## src/design/aip_pkg.sv

```systemverilog
// ----------------------------------------------------------------------------
// ASCII integer parser package
// Widths, character codes and the parse phase type shared by the parser files.
// ----------------------------------------------------------------------------
package aip_pkg;

	localparam int unsigned CharW  = 8;
	localparam int unsigned ValueW = 32;

	localparam logic [CharW-1:0] ChMinus = 8'h2D;
	localparam logic [CharW-1:0] ChQuote = 8'h27;
	localparam logic [CharW-1:0] ChZero  = 8'h30;
	localparam logic [CharW-1:0] ChLowX  = 8'h78;
	localparam logic [CharW-1:0] ChUpX   = 8'h58;

	typedef enum logic [2:0] {
		PH_SKIP  = 3'd0,
		PH_START = 3'd1,
		PH_ZERO  = 3'd2,
		PH_HEX   = 3'd3,
		PH_QUOTE = 3'd4,
		PH_DEC   = 3'd5,
		PH_DONE  = 3'd6
	} phase_t;

endpackage

```

## src/design/aip_char_if.sv

```systemverilog
// ----------------------------------------------------------------------------
// Character channel
// Valid/ready channel carrying one string byte and its end flag per beat.
// ----------------------------------------------------------------------------
interface aip_char_if;

	logic                        valid;
	logic                        ready;
	logic [aip_pkg::CharW-1:0]   char_code;
	logic                        end_of_string;

	modport source (output valid, char_code, end_of_string, input ready);
	modport sink (input valid, char_code, end_of_string, output ready);

endinterface

```

## src/design/aip_value_if.sv

```systemverilog
// ----------------------------------------------------------------------------
// Value channel
// Valid/ready channel carrying one parsed signed 32-bit value per beat.
// ----------------------------------------------------------------------------
interface aip_value_if;

	logic                               valid;
	logic                               ready;
	logic signed [aip_pkg::ValueW-1:0]  value;

	modport source (output valid, value, input ready);
	modport sink (input valid, value, output ready);

endinterface

```

## src/design/ascii_integer_parser.sv

```systemverilog
// ----------------------------------------------------------------------------
// ASCII integer parser
// Streams string bytes in and returns one signed 32-bit value per string.
// ----------------------------------------------------------------------------
// Usage: each beat on chars carries one byte of a string; the beat with
// end_of_string set closes the string. Leading bytes 1 to 32 are skipped, an
// optional minus sign is taken, then hex after 0x or 0X, a quoted character
// read as signed 8-bit, or decimal is read. A byte that does not fit, or a
// zero byte, ends the parse; later bytes up to the end flag are ignored.
// One beat leaves on result for each string, after its closing beat.
// Throughput: one byte per cycle while no closing beat waits on a stalled
// result, set by the update of the phase and accumulator registers. Each
// result passes the input register, then the result register.
// Reset clears the parse state and empties both registers.
// When result stalls, bytes that do not close a string still flow; a closing
// beat waits in the input register until the result register is free.
// ----------------------------------------------------------------------------
module ascii_integer_parser (
	input  logic               clk,
	input  logic               arst_n,
	aip_char_if.sink           chars,
	aip_value_if.source        result
);

	logic                              valid_s1;
	logic [aip_pkg::CharW-1:0]         char_s1;
	logic                              eos_s1;
	logic                              advance_s1;

	aip_pkg::phase_t                   phase_q;
	logic                              neg_q;
	logic [aip_pkg::ValueW-1:0]        acc_q;

	aip_pkg::phase_t                   phase_nxt;
	logic                              neg_nxt;
	logic [aip_pkg::ValueW-1:0]        acc_nxt;

	logic                              valid_s2;
	logic [aip_pkg::ValueW-1:0]        value_s2;

	logic                              is_dec;
	logic                              is_hex_lc;
	logic                              is_hex_uc;
	logic [aip_pkg::ValueW-1:0]        dec_acc;
	logic [3:0]                        hex_nib;

	assign advance_s1  = valid_s1 && (!eos_s1 || !valid_s2 || result.ready);
	assign chars.ready = !valid_s1 || advance_s1;

	always_comb begin
		is_dec    = char_s1 inside {[8'h30:8'h39]};
		is_hex_lc = char_s1 inside {[8'h61:8'h66]};
		is_hex_uc = char_s1 inside {[8'h41:8'h46]};
		dec_acc   = (acc_q << 3) + (acc_q << 1) + {28'd0, char_s1[3:0]};
		hex_nib   = is_dec ? char_s1[3:0] : char_s1[3:0] + 4'd9;
	end

	always_comb begin
		phase_nxt = phase_q;
		neg_nxt   = neg_q;
		acc_nxt   = acc_q;
		case (phase_q)
			aip_pkg::PH_SKIP, aip_pkg::PH_START: begin
				if (phase_q == aip_pkg::PH_SKIP && char_s1 inside {[8'd1:8'd32]}) begin
					phase_nxt = aip_pkg::PH_SKIP;
				end else if (phase_q == aip_pkg::PH_SKIP && char_s1 == aip_pkg::ChMinus) begin
					neg_nxt   = 1'b1;
					phase_nxt = aip_pkg::PH_START;
				end else if (char_s1 == aip_pkg::ChZero) begin
					acc_nxt   = '0;
					phase_nxt = aip_pkg::PH_ZERO;
				end else if (char_s1 == aip_pkg::ChQuote) begin
					acc_nxt   = '0;
					phase_nxt = aip_pkg::PH_QUOTE;
				end else if (is_dec) begin
					acc_nxt   = {28'd0, char_s1[3:0]};
					phase_nxt = aip_pkg::PH_DEC;
				end else begin
					acc_nxt   = '0;
					phase_nxt = aip_pkg::PH_DONE;
				end
			end
			aip_pkg::PH_ZERO, aip_pkg::PH_DEC: begin
				if (phase_q == aip_pkg::PH_ZERO &&
				    (char_s1 == aip_pkg::ChLowX || char_s1 == aip_pkg::ChUpX)) begin
					phase_nxt = aip_pkg::PH_HEX;
				end else if (is_dec) begin
					acc_nxt   = dec_acc;
					phase_nxt = aip_pkg::PH_DEC;
				end else begin
					phase_nxt = aip_pkg::PH_DONE;
				end
			end
			aip_pkg::PH_HEX: begin
				if (is_dec || is_hex_lc || is_hex_uc) begin
					acc_nxt = {acc_q[aip_pkg::ValueW-5:0], hex_nib};
				end else begin
					phase_nxt = aip_pkg::PH_DONE;
				end
			end
			aip_pkg::PH_QUOTE: begin
				acc_nxt   = {{(aip_pkg::ValueW-aip_pkg::CharW){char_s1[7]}}, char_s1};
				phase_nxt = aip_pkg::PH_DONE;
			end
			default: begin
				phase_nxt = aip_pkg::PH_DONE;
			end
		endcase
	end

	always_ff @(posedge clk or negedge arst_n) begin
		if (!arst_n) begin
			valid_s1 <= 1'b0;
			valid_s2 <= 1'b0;
			phase_q  <= aip_pkg::PH_SKIP;
			neg_q    <= 1'b0;
			acc_q    <= '0;
		end else begin
			if (chars.ready) begin
				valid_s1 <= chars.valid;
			end
			if (advance_s1 && eos_s1) begin
				valid_s2 <= 1'b1;
			end else if (result.ready) begin
				valid_s2 <= 1'b0;
			end
			if (advance_s1) begin
				if (eos_s1) begin
					phase_q <= aip_pkg::PH_SKIP;
					neg_q   <= 1'b0;
					acc_q   <= '0;
				end else begin
					phase_q <= phase_nxt;
					neg_q   <= neg_nxt;
					acc_q   <= acc_nxt;
				end
			end
		end
	end

	always_ff @(posedge clk) begin
		if (chars.ready && chars.valid) begin
			char_s1 <= chars.char_code;
			eos_s1  <= chars.end_of_string;
		end
		if (advance_s1 && eos_s1) begin
			value_s2 <= neg_nxt ? (~acc_nxt + 32'd1) : acc_nxt;
		end
	end

	assign result.valid = valid_s2;
	assign result.value = value_s2;

endmodule

```

## src/flat_wrapper.sv

```systemverilog
// flat-port wrapper written by rule: the top's interface ports become plain ports
module ascii_integer_parser_flat 
  (clk, arst_n, chars_valid, chars_char_code, chars_end_of_string, chars_ready, result_valid, result_value, result_ready);
  aip_char_if chars_i ();
  aip_value_if result_i ();
  input  logic clk;
  input  logic arst_n;
  input wire logic [$bits(chars_i.valid)-1:0] chars_valid;
  input wire logic [$bits(chars_i.char_code)-1:0] chars_char_code;
  input wire logic [$bits(chars_i.end_of_string)-1:0] chars_end_of_string;
  output wire logic [$bits(chars_i.ready)-1:0] chars_ready;
  output wire logic [$bits(result_i.valid)-1:0] result_valid;
  output wire logic [$bits(result_i.value)-1:0] result_value;
  input wire logic [$bits(result_i.ready)-1:0] result_ready;
  assign chars_i.valid = chars_valid;
  assign chars_i.char_code = chars_char_code;
  assign chars_i.end_of_string = chars_end_of_string;
  assign chars_ready = chars_i.ready;
  assign result_valid = result_i.valid;
  assign result_value = result_i.value;
  assign result_i.ready = result_ready;
  ascii_integer_parser u_core (.clk(clk), .arst_n(arst_n), .chars(chars_i), .result(result_i));
endmodule
```

## config.mk

```make
export PLATFORM = sky130hd
export DESIGN_NAME = ascii_integer_parser_flat
export DESIGN_NICKNAME = d
export VERILOG_FILES = /design/src/design/aip_pkg.sv /design/src/design/aip_char_if.sv /design/src/design/aip_value_if.sv /design/src/design/ascii_integer_parser.sv /design/src/flat_wrapper.sv
export SDC_FILE = /design/constraint.sdc
export NUM_CORES = 1
export LEC_CHECK = 0
export BUFFER_PORTS_ARGS = -buffer_cell sky130_fd_sc_hd__buf_2
export CAP_MARGIN = 20
export CORE_MARGIN = 1
export CORE_UTILIZATION = 55
export CTS_BUF_LIST = sky130_fd_sc_hd__clkbuf_2 sky130_fd_sc_hd__clkbuf_4 sky130_fd_sc_hd__clkbuf_8
export CTS_CLUSTER_DIAMETER = 200
export DETAILED_ROUTE_END_ITERATION = 7
export PLACE_DENSITY = 0.74
export SYNTH_ARGS = -nofsm -noshare
export SYNTH_HDL_FRONTEND = slang
export SYNTH_SLANG_ARGS = --single-unit
```

## constraint.sdc

```tcl
create_clock -name clk -period 10.83 [get_ports clk]
set_clock_uncertainty 0.1 [all_clocks]
set_input_delay 1.083 -clock clk [delete_from_list [all_inputs] [get_ports clk]]
set_output_delay 1.083 -clock clk [all_outputs]
set_load 0.01 [all_outputs]
```

Word-level counts from Yosys, hierarchy flattened:

Cells that the tools add are included.

* register bits: 79
* input port bits: 13

* order comparisons: 8
* bitwise operators: 1
* equal/unequal tests: 11
* add/subtract/negate cells: 4
* muxes and demuxes: 27
* reductions and logical operators: 24

Operator list (count)
* 32-bit two-way mux: 9
* 32-bit case mux with 4 select lines: 1
* 32-bit by 1-bit adder with 32-bit output, second input constant: 1
* 32-bit adder: 1
* 32-bit by 4-bit adder with 32-bit output: 1
* 32-bit inverter: 1
* 8-bit by 6-bit == test with 1-bit output, second input constant: 3
* 3-bit two-way mux: 7
* 8-bit by 7-bit == test with 1-bit output, second input constant: 2
* 8-bit by 7-bit >= comparator with 1-bit output, second input constant: 2
* 8-bit by 6-bit <= comparator with 1-bit output, second input constant: 2
* 8-bit by 7-bit <= comparator with 1-bit output, second input constant: 2
* 1-bit logical AND: 10
* 3-bit case mux with 3 select lines: 1
* 8-bit by 1-bit >= comparator with 1-bit output, second input constant: 1
* 8-bit by 6-bit >= comparator with 1-bit output, second input constant: 1
* 4-bit two-way mux: 2
* 3-bit by 2-bit == test with 1-bit output, second input constant: 2
* 3-bit == test, second input constant: 2
* 1-bit logical OR: 6
* 1-bit two-way mux: 6
* 4-bit adder, second input constant: 1
* 2-bit OR reduction: 2
* 3-bit by 1-bit == test with 1-bit output, second input constant: 1
* other kinds (6): 8

Longest topological paths before layout:

Gate-level depths: netlist of run 1.

* word-level depth: 11
* gate-level depth with buffers: 19
* mapped depth without buffers: 19

Worst setup path before layout of run 1:

OpenSTA, ideal clock, no wires.

* path kind: register -> register
* start point: reg u_core.char_s1[1] in the netlist's numbering
* end point: reg u_core.value_s2 (netlist bit u_core.result.value[22]) (data pin)
* cell stages (with the launch flop): 17
* buffers on the path: 1
* arrival: 4.175 ns
* path slack: 6.289 ns
* setup time: 0.267 ns
* period minus slack after synthesis: 4.541 ns
* path through: edfxtp_1 > inv_1 > ha_1 > or3b_1 > o211ai_2 > nor2_2 > or4_1 > buf_2 > a221oi_1 > ha_1 > and4_1 > and4_1 > nand4b_1 > o21ai_1 > a21boi_2 > o21ai_0 > xnor2_1

* cells in the longest elaborated chain, start to end: 11

RTL lines
* from (decl): line ascii_integer_parser.sv:26 `logic [aip_pkg::CharW-1:0] char_s1;`
* from (signal assigned): line ascii_integer_parser.sv:143 `char_s1 <= chars.char_code;`
* 8-bit by 6-bit >= comparator with 1-bit output or 8-bit by 6-bit <= comparator with 1-bit output (tied branches): line ascii_integer_parser.sv:51 `is_dec = char_s1 inside {[8'h30:8'h39]};`
* 1-bit logical AND: line ascii_integer_parser.sv:51
* 4-bit two-way mux: line ascii_integer_parser.sv:75 `end else if (is_dec) begin`
* 32-bit two-way mux: line ascii_integer_parser.sv:72 `end else if (char_s1 == aip_pkg::ChQuote) begin`
* 32-bit two-way mux: line ascii_integer_parser.sv:69 `end else if (char_s1 == aip_pkg::ChZero) begin`
* 32-bit two-way mux: line ascii_integer_parser.sv:66 `end else if (phase_q == aip_pkg::PH_SKIP && char_s1 == aip_pkg::ChMinus) begin`
* 32-bit two-way mux: line ascii_integer_parser.sv:64 `if (phase_q == aip_pkg::PH_SKIP && char_s1 inside {[8'd1:8'd32]}) begin`
* 32-bit case mux with 4 select lines: line ascii_integer_parser.sv:62 `case (phase_q)`
* 32-bit inverter: line ascii_integer_parser.sv:147 `value_s2 <= neg_nxt ? (~acc_nxt + 32'd1) : acc_nxt;`
* 32-bit by 1-bit adder with 32-bit output: line ascii_integer_parser.sv:147
* 32-bit two-way mux (*): line ascii_integer_parser.sv:147
* to (signal assigned): line ascii_integer_parser.sv:147
* to (decl): line ascii_integer_parser.sv:39 `logic [aip_pkg::ValueW-1:0] value_s2;`

Mark *: on every way between the ends. The rest lies on a longest branch, timed or not.
A chain may end at the register's enable or synchronous reset.

Worst setup path in the final report of run 1:

* start point: reg u_core.char_s1[1] in the netlist's numbering
* end point: reg u_core.value_s2 (netlist bit u_core.result.value[30]) (data pin)

Same word-level chain as after synthesis.

==> results of run 1 <==
-- logic make-up after synthesis --
kind of cell | count (synthesis) | synth area share
and+or+nand+nor | 255 | 0.187
AOI/OAI and AO/OA | 293 | 0.273
xor gates and xnor gates | 51 | 0.0641
muxes | 5 | 0.00718
DFF | 79 | 0.313
adders and majority gates | 67 | 0.122
buffers and inverters | 58 | 0.0327
-- metal layers --
metal	share of wire	wire (um)	vias to the layer above	global-route usage
met5	0	0	-	0
met4	0.051	1040	0	0.176
met3	0.058	1190	86	0.0434
met2	0.51	10500	336	0.585
met1	0.38	7910	3225	0.364
li1	-	-	3127	-
-- power by group through the flow --
stage,Combinational (mW),Sequential (mW),Clock (mW)
2_1_floorplan,0.375,0.409,0
3_3_place_gp,0.495,0.423,0
3_5_place_dp,0.506,0.425,0
4_1_cts,0.511,0.418,0.255
5_1_grt,0.569,0.424,0.263
6_report,0.521,0.420,0.255
-- stage by stage --
step | hold WS, ns | total power, mW
2_1_floorplan | 0.367 | 0.784
3_3_place_gp | 0.404 | 0.918
3_5_place_dp | 0.411 | 0.931
4_1_cts | 0.423 | 1.18
5_1_grt | 0.474 | 1.26
6_report | 0.426 | 1.20
-- critical path: stages (launching register included) --
cell      delay (ns)
edfxtp_1        0.53
inv_1           0.18
ha_1            0.28
or3b_1          0.42
o211ai_2        0.22
nor2_2          0.12
or4_1           0.67
a221oi_1        0.63
ha_1            0.31
and4_1          0.20
and4_1          0.18
nand4b_1        0.16
o21ai_1         0.42
nor4b_2         0.33
a31oi_1         0.14
xnor2_1         0.17
-- layout make-up --
cell class                      count  area [sq um]
Fill cell                        1080          4610
Multi-Input combinational cell    671          4560
Sequential cell                    79          2180
Timing Repair Buffer               51           288
Tap cell                          168           210
Clock buffer                        9           124
Clock inverter                      7           101
Inverter                           23          86.3
-- state kept, by name, summed over array words and instances (netlist names) --
signal	flops
u_core.acc_q	32
u_core.result.value	32
u_core.char_s1	8
u_core.eos_s1	1
u_core.phase_q	3
u_core.neg_q	1
u_core.result.valid	1
u_core.valid_s1	1
-- synth_stat cells, drive strengths merged, types with 12 or more instances --
| library cell | number |
|---|---|
| inv | 23 |
| ha | 65 |
| clkbuf | 31 |
| nor2 | 54 |
| a31oi | 13 |
| nand2 | 86 |
| nand3 | 21 |
| a21oi | 72 |
| edfxtp | 41 |
| xor2 | 26 |
| a21o | 16 |
| a22o | 12 |
| nand2b | 12 |
| a211oi | 14 |
| xnor2 | 25 |
| o21ai | 81 |
| dfrtp | 38 |
-- worst max-delay path by stage --
stage                                         end  cells after the start              start  slack, ns
after floorplan           u_core.result.value[22]                     16  u_core.char_s1[1]       6.29
after global routing      u_core.result.value[30]                     16  u_core.char_s1[1]       5.10
after detailed placement  u_core.result.value[30]                     15  u_core.char_s1[1]       5.58
after global placement    u_core.result.value[30]                     15  u_core.char_s1[1]       5.76
after CTS                 u_core.result.value[30]                     15  u_core.char_s1[1]       5.54
final                     u_core.result.value[30]                     15  u_core.char_s1[1]       5.49
==> flow_summary_export.csv, run 1 <==
group,metric,value,unit
status,status,"finished, final reports clean",
placement,globalplace.congestion,0.996,
floorplan,die_w,115,um
clock_tree,cts_root_buf,"clkbuf_8",
logic_synthesis,synth_edf_count,41,
detailed_routing,vias,6774,
clock_tree,clk_path_buf_depth,2,
floorplan,fp-row-count,40,
sta,worst_slack,5.49,ns
sta,finalSetupViolations,0,
logic_synthesis,ys.flop_type,"edfxtp_1",
global_route,grt_max_degree,39,
logic_synthesis,syn_inst,808,
placement,place_ws,5.58,ns
detailed_routing,drc,0,
global_route,grt_first_pass_wirelength,32700,um
final_layout,post-route-util,0.621,
worst_setup_path,r2r_setup_slack,5.49,ns
clock_tree,post_cts_buffers,0,
pwr,power.switching,509,uW
worst_setup_path,setup.worst_path.class,"flop to flop",
worst_setup_path,worstSetupEndpointType,"flop",
detailed_routing,wl_per_cell,20.4,um
worst_setup_path,worstPathRequired,10.83,ns
final_layout,insertedDiodeCount,0,
global_route,grt_use_total,0.322,
floorplan,fp.coreArea,12200,sq um
logic_synthesis,synthDominantCellAreaShare,0.177,
global_route,grt.overflow.total,0,
min_path,min_path_cells,2,
detailed_routing,vias_per_cell,6.72,
worst_setup_path,reg2reg_to,"u_core.result.value[30]",
sta,finalSetupTns,0,ns
flow_run,drv_cap,0,
logic_synthesis,yosys-top-cells-area,"edfxtp_1, dfrtp_1, ha_1",
sta,hold_viol,0,
placement,placed_cell_area,7300,sq um
pwr,power.internal,687,uW
worst_setup_path,timing.rr.start,"u_core.char_s1[1]",
floorplan,start_util,0.573,
floorplan,ios,47,
global_route,grt_pass1_vias,6611,
min_path,hold_class,"flop to flop",
pwr,p_comb_frac,0.436,
worst_setup_path,reg2reg_depth,15,
sta,tightest_slew,1.03,ns
sta,slew_violations,0,
final_layout,drive_above_1_share,0.104,
logic_synthesis,syn_area_per_cell,8.62,sq um
logic_synthesis,synth_cell_types,83,
final_layout,most-common-layout-cells,"nand2_1, o21ai_0, a21oi_1",
global_route,antenna_found_initial,0,
clock_tree,cts_resized,0,
placement,dp_hpwl,15300,um
sta,max_freq,187,MHz
worst_setup_path,crit_path_start_kind,"flop",
pwr,power_density,158,nW/um^2
sta,rsz0062_at_grt,"no",
clock_tree,cts_max_level,3,
logic_synthesis,ys_ff_latch,79,
pwr,p_seq_frac,0.351,
detailed_routing,dr.first_iter.drc_count,595,
clock_tree,clock_latency,0.37,ns
detailed_routing,wirelength,20600,um
logic_synthesis,syn_area,6970,sq um
worst_setup_path,path_max_fanout,9,
detailed_routing,ant_nets,0,
clock_tree,cts.hold.buffers_added,0,
floorplan,dieArea,13100,sq um
sta,period_share,0.493,
clock_tree,cts_tree,"yes",
sta,slew_headroom,0.310,
clock_tree,cts.sinks,79,
final_layout,syn_to_final_growth,8.35,%
min_path,hold_end,"u_core.acc_q[31]",
logic_synthesis,syn_nets,888,
placement,post-place-cells,991,
logic_synthesis,synth_top_area_cell,"edfxtp_1",
clock_tree,cts_made_buffers,9,
logic_synthesis,ys_seq_area_frac,0.313,
floorplan,die_h,115,um
placement,portBuffers,46,
clock_tree,clk_pin_slew,0.10,ns
final_layout,final_common_cell,"nand2_1",
detailed_routing,dr.pass1.iters,5,
pwr,cellLeakagePower,3.33,nW
final_layout,stdcell_count,1008,
final_layout,fin_area,7550,sq um
pwr,clkPwrFrac,0.213,
pwr,p_sw_frac,0.426,
logic_synthesis,yosysWarnings,0,
logic_synthesis,async_reset_ff_frac,0.481,
pwr,peakVddDrop,0.128,mV
worst_setup_path,arrival,5.34,ns
sta,min_period,5.34,ns
min_path,hp-start,"u_core.acc_q[31]",
final_layout,nNetsFinal,915,
Note: power is estimated with default switching activity, not from simulation.
==> inputs of run 2 (changes only) <==
PLACE_DENSITY = 0.76   (was 0.74)
clock period = 4.6 ns   (was 10.83 ns; I/O delays follow)
==> run 2 against run 1 <==
  * Critical path depth decreased by 3
  * Power grew to 2.5 times the previous value
  * Sequential power rose by 130%
  * Clock power rose by 120%
  * Critical path type unchanged
  * Non-clock buffer count is 92 higher
==> flow_summary_export.csv, run 2 (synthesis results as in run 1) <==
group,metric,value,unit
pwr,power_density,366,nW/um^2
worst_setup_path,reg2reg_depth,12,
floorplan,ios,47,
worst_setup_path,arrival,4.55,ns
worst_setup_path,worstSetupEndpointType,"flop",
detailed_routing,dr.first_iter.drc_count,739,
detailed_routing,wl_per_cell,20.2,um
detailed_routing,drc,0,
final_layout,nNetsFinal,1007,
clock_tree,clk_path_buf_depth,2,
detailed_routing,wirelength,22200,um
final_layout,insertedDiodeCount,0,
floorplan,start_util,0.573,
floorplan,dieArea,13100,sq um
pwr,peakVddDrop,0.207,mV
sta,slew_headroom,0.280,
floorplan,die_h,115,um
floorplan,fp-row-count,40,
final_layout,fin_area,8250,sq um
placement,placed_cell_area,7910,sq um
placement,dp_hpwl,16900,um
sta,max_freq,221,MHz
global_route,grt_pass1_vias,6795,
detailed_routing,vias_per_cell,6.44,
worst_setup_path,setup.worst_path.class,"flop to flop",
worst_setup_path,path_max_fanout,7,
detailed_routing,ant_nets,0,
final_layout,post-route-util,0.679,
final_layout,syn_to_final_growth,18.5,%
clock_tree,cts.hold.buffers_added,0,
sta,tightest_slew,1.08,ns
sta,hold_viol,0,
global_route,grt_first_pass_wirelength,34900,um
worst_setup_path,crit_path_start_kind,"flop",
status,status,"finished, final reports clean",
clock_tree,clock_latency,0.39,ns
clock_tree,clk_pin_slew,0.10,ns
clock_tree,cts_root_buf,"clkbuf_8",
clock_tree,cts_made_buffers,9,
worst_setup_path,timing.rr.start,"u_core.char_s1[0]",
floorplan,die_w,115,um
sta,finalSetupViolations,0,
min_path,hold_class,"primary input to asynchronous set/reset pin",
pwr,cellLeakagePower,3.78,nW
global_route,antenna_found_initial,0,
clock_tree,cts_max_level,3,
final_layout,drive_above_1_share,0.204,
worst_setup_path,crit_path_start,"u_core.char_s1[0]",
detailed_routing,dr.pass1.iters,7,
sta,min_period,4.53,ns
global_route,grt.overflow.total,0,
clock_tree,cts.sinks,79,
flow_run,drv_cap,0,
sta,slew_violations,0,
placement,portBuffers,46,
global_route,grt_max_degree,39,
worst_setup_path,r2r_setup_slack,0.07,ns
global_route,grt_use_total,0.347,
worst_setup_path,reg2reg_to,"u_core.result.value[28]",
sta,period_share,0.985,
floorplan,fp.coreArea,12200,sq um
sta,worst_hold_slack,0.0965,ns
clock_tree,cts_tree,"yes",
final_layout,final_common_cell,"buf_4",
detailed_routing,vias,7086,
worst_setup_path,worstPathRequired,4.62,ns
final_layout,most-common-layout-cells,"buf_4, nand2_1, o21ai_0",
placement,globalplace.congestion,0.978,
## run 2: how the worst max path moves through the flow
stage | to | slack [ns] | cells past startpoint
after CTS | u_core.result.value[28] | 0.003 | 13
final | u_core.result.value[28] | 0.07 | 12
after global routing | u_core.result.value[28] | -0.05 | 13
after global placement | u_core.result.value[31] | 0.17 | 13
after floorplan | u_core.result.value[22] | 0.06 | 16
after detailed placement | u_core.result.value[31] | 0.04 | 13
## run 2: where the power goes
group / switching [mW] / leakage [nW] / internal (mW) / total [mW]
Sequential: 0.109 / 0.902 / 0.857 / 0.966
Clock: 0.299 / 0.103 / 0.262 / 0.561
Combinational: 0.875 / 2.78 / 0.621 / 1.50
Total: 1.28 / 3.78 / 1.74 / 3.02
## run 2: cell type report
class                   count  area, sq um
clock buffers               9          124
clock inverters             7         83.8
fillers                   987         3910
inverters                  23         86.3
multi-input cells         671         4610
flip-flops and latches     79         2180
well taps                 168          210
repair buffers            143          958
## run 2: timing repair
action                                  CTS  global route
endpoints found under the setup margin    1            17
pin swaps                                 0            14
hold endpoints to repair                  0             0
gates resized for setup                   1            14
setup buffers                             0            11
## run 2: per-stage QoR
step           power, mW  std cells  TNS, ns  worst slack (ns)
2_1_floorplan       1.85        808        0            0.0586
3_3_place_gp        2.36       1073        0             0.168
3_5_place_dp        2.38       1073        0            0.0415
4_1_cts             2.94       1089        0           0.00312
5_1_grt             3.17       1100  -0.0712           -0.0485
6_report            3.02       1100        0            0.0699
## run 2: metal layers
layer	vias to the layer above	part of all wire	routed length, um	global-route usage
li1	3305	-	-	-
met2	349	0.47	10500	0.585
met3	96	0.069	1520	0.0535
met1	3336	0.40	8990	0.426
met5	-	0	0	0
met4	0	0.053	1190	0.194
## run 2: critical path, cell delays in order (launching register included)
cell and delay [ns]:
edfxtp_1 0.47, ha_1 0.26, or3b_4 0.39, o211ai_2 0.19, nor2_2 0.08, or4_4 0.55, or2_4 0.31, a221o_1 0.33
a2111o_1 0.39, or4_4 0.60, nor4b_4 0.28, a31oi_1 0.15, xor2_1 0.16
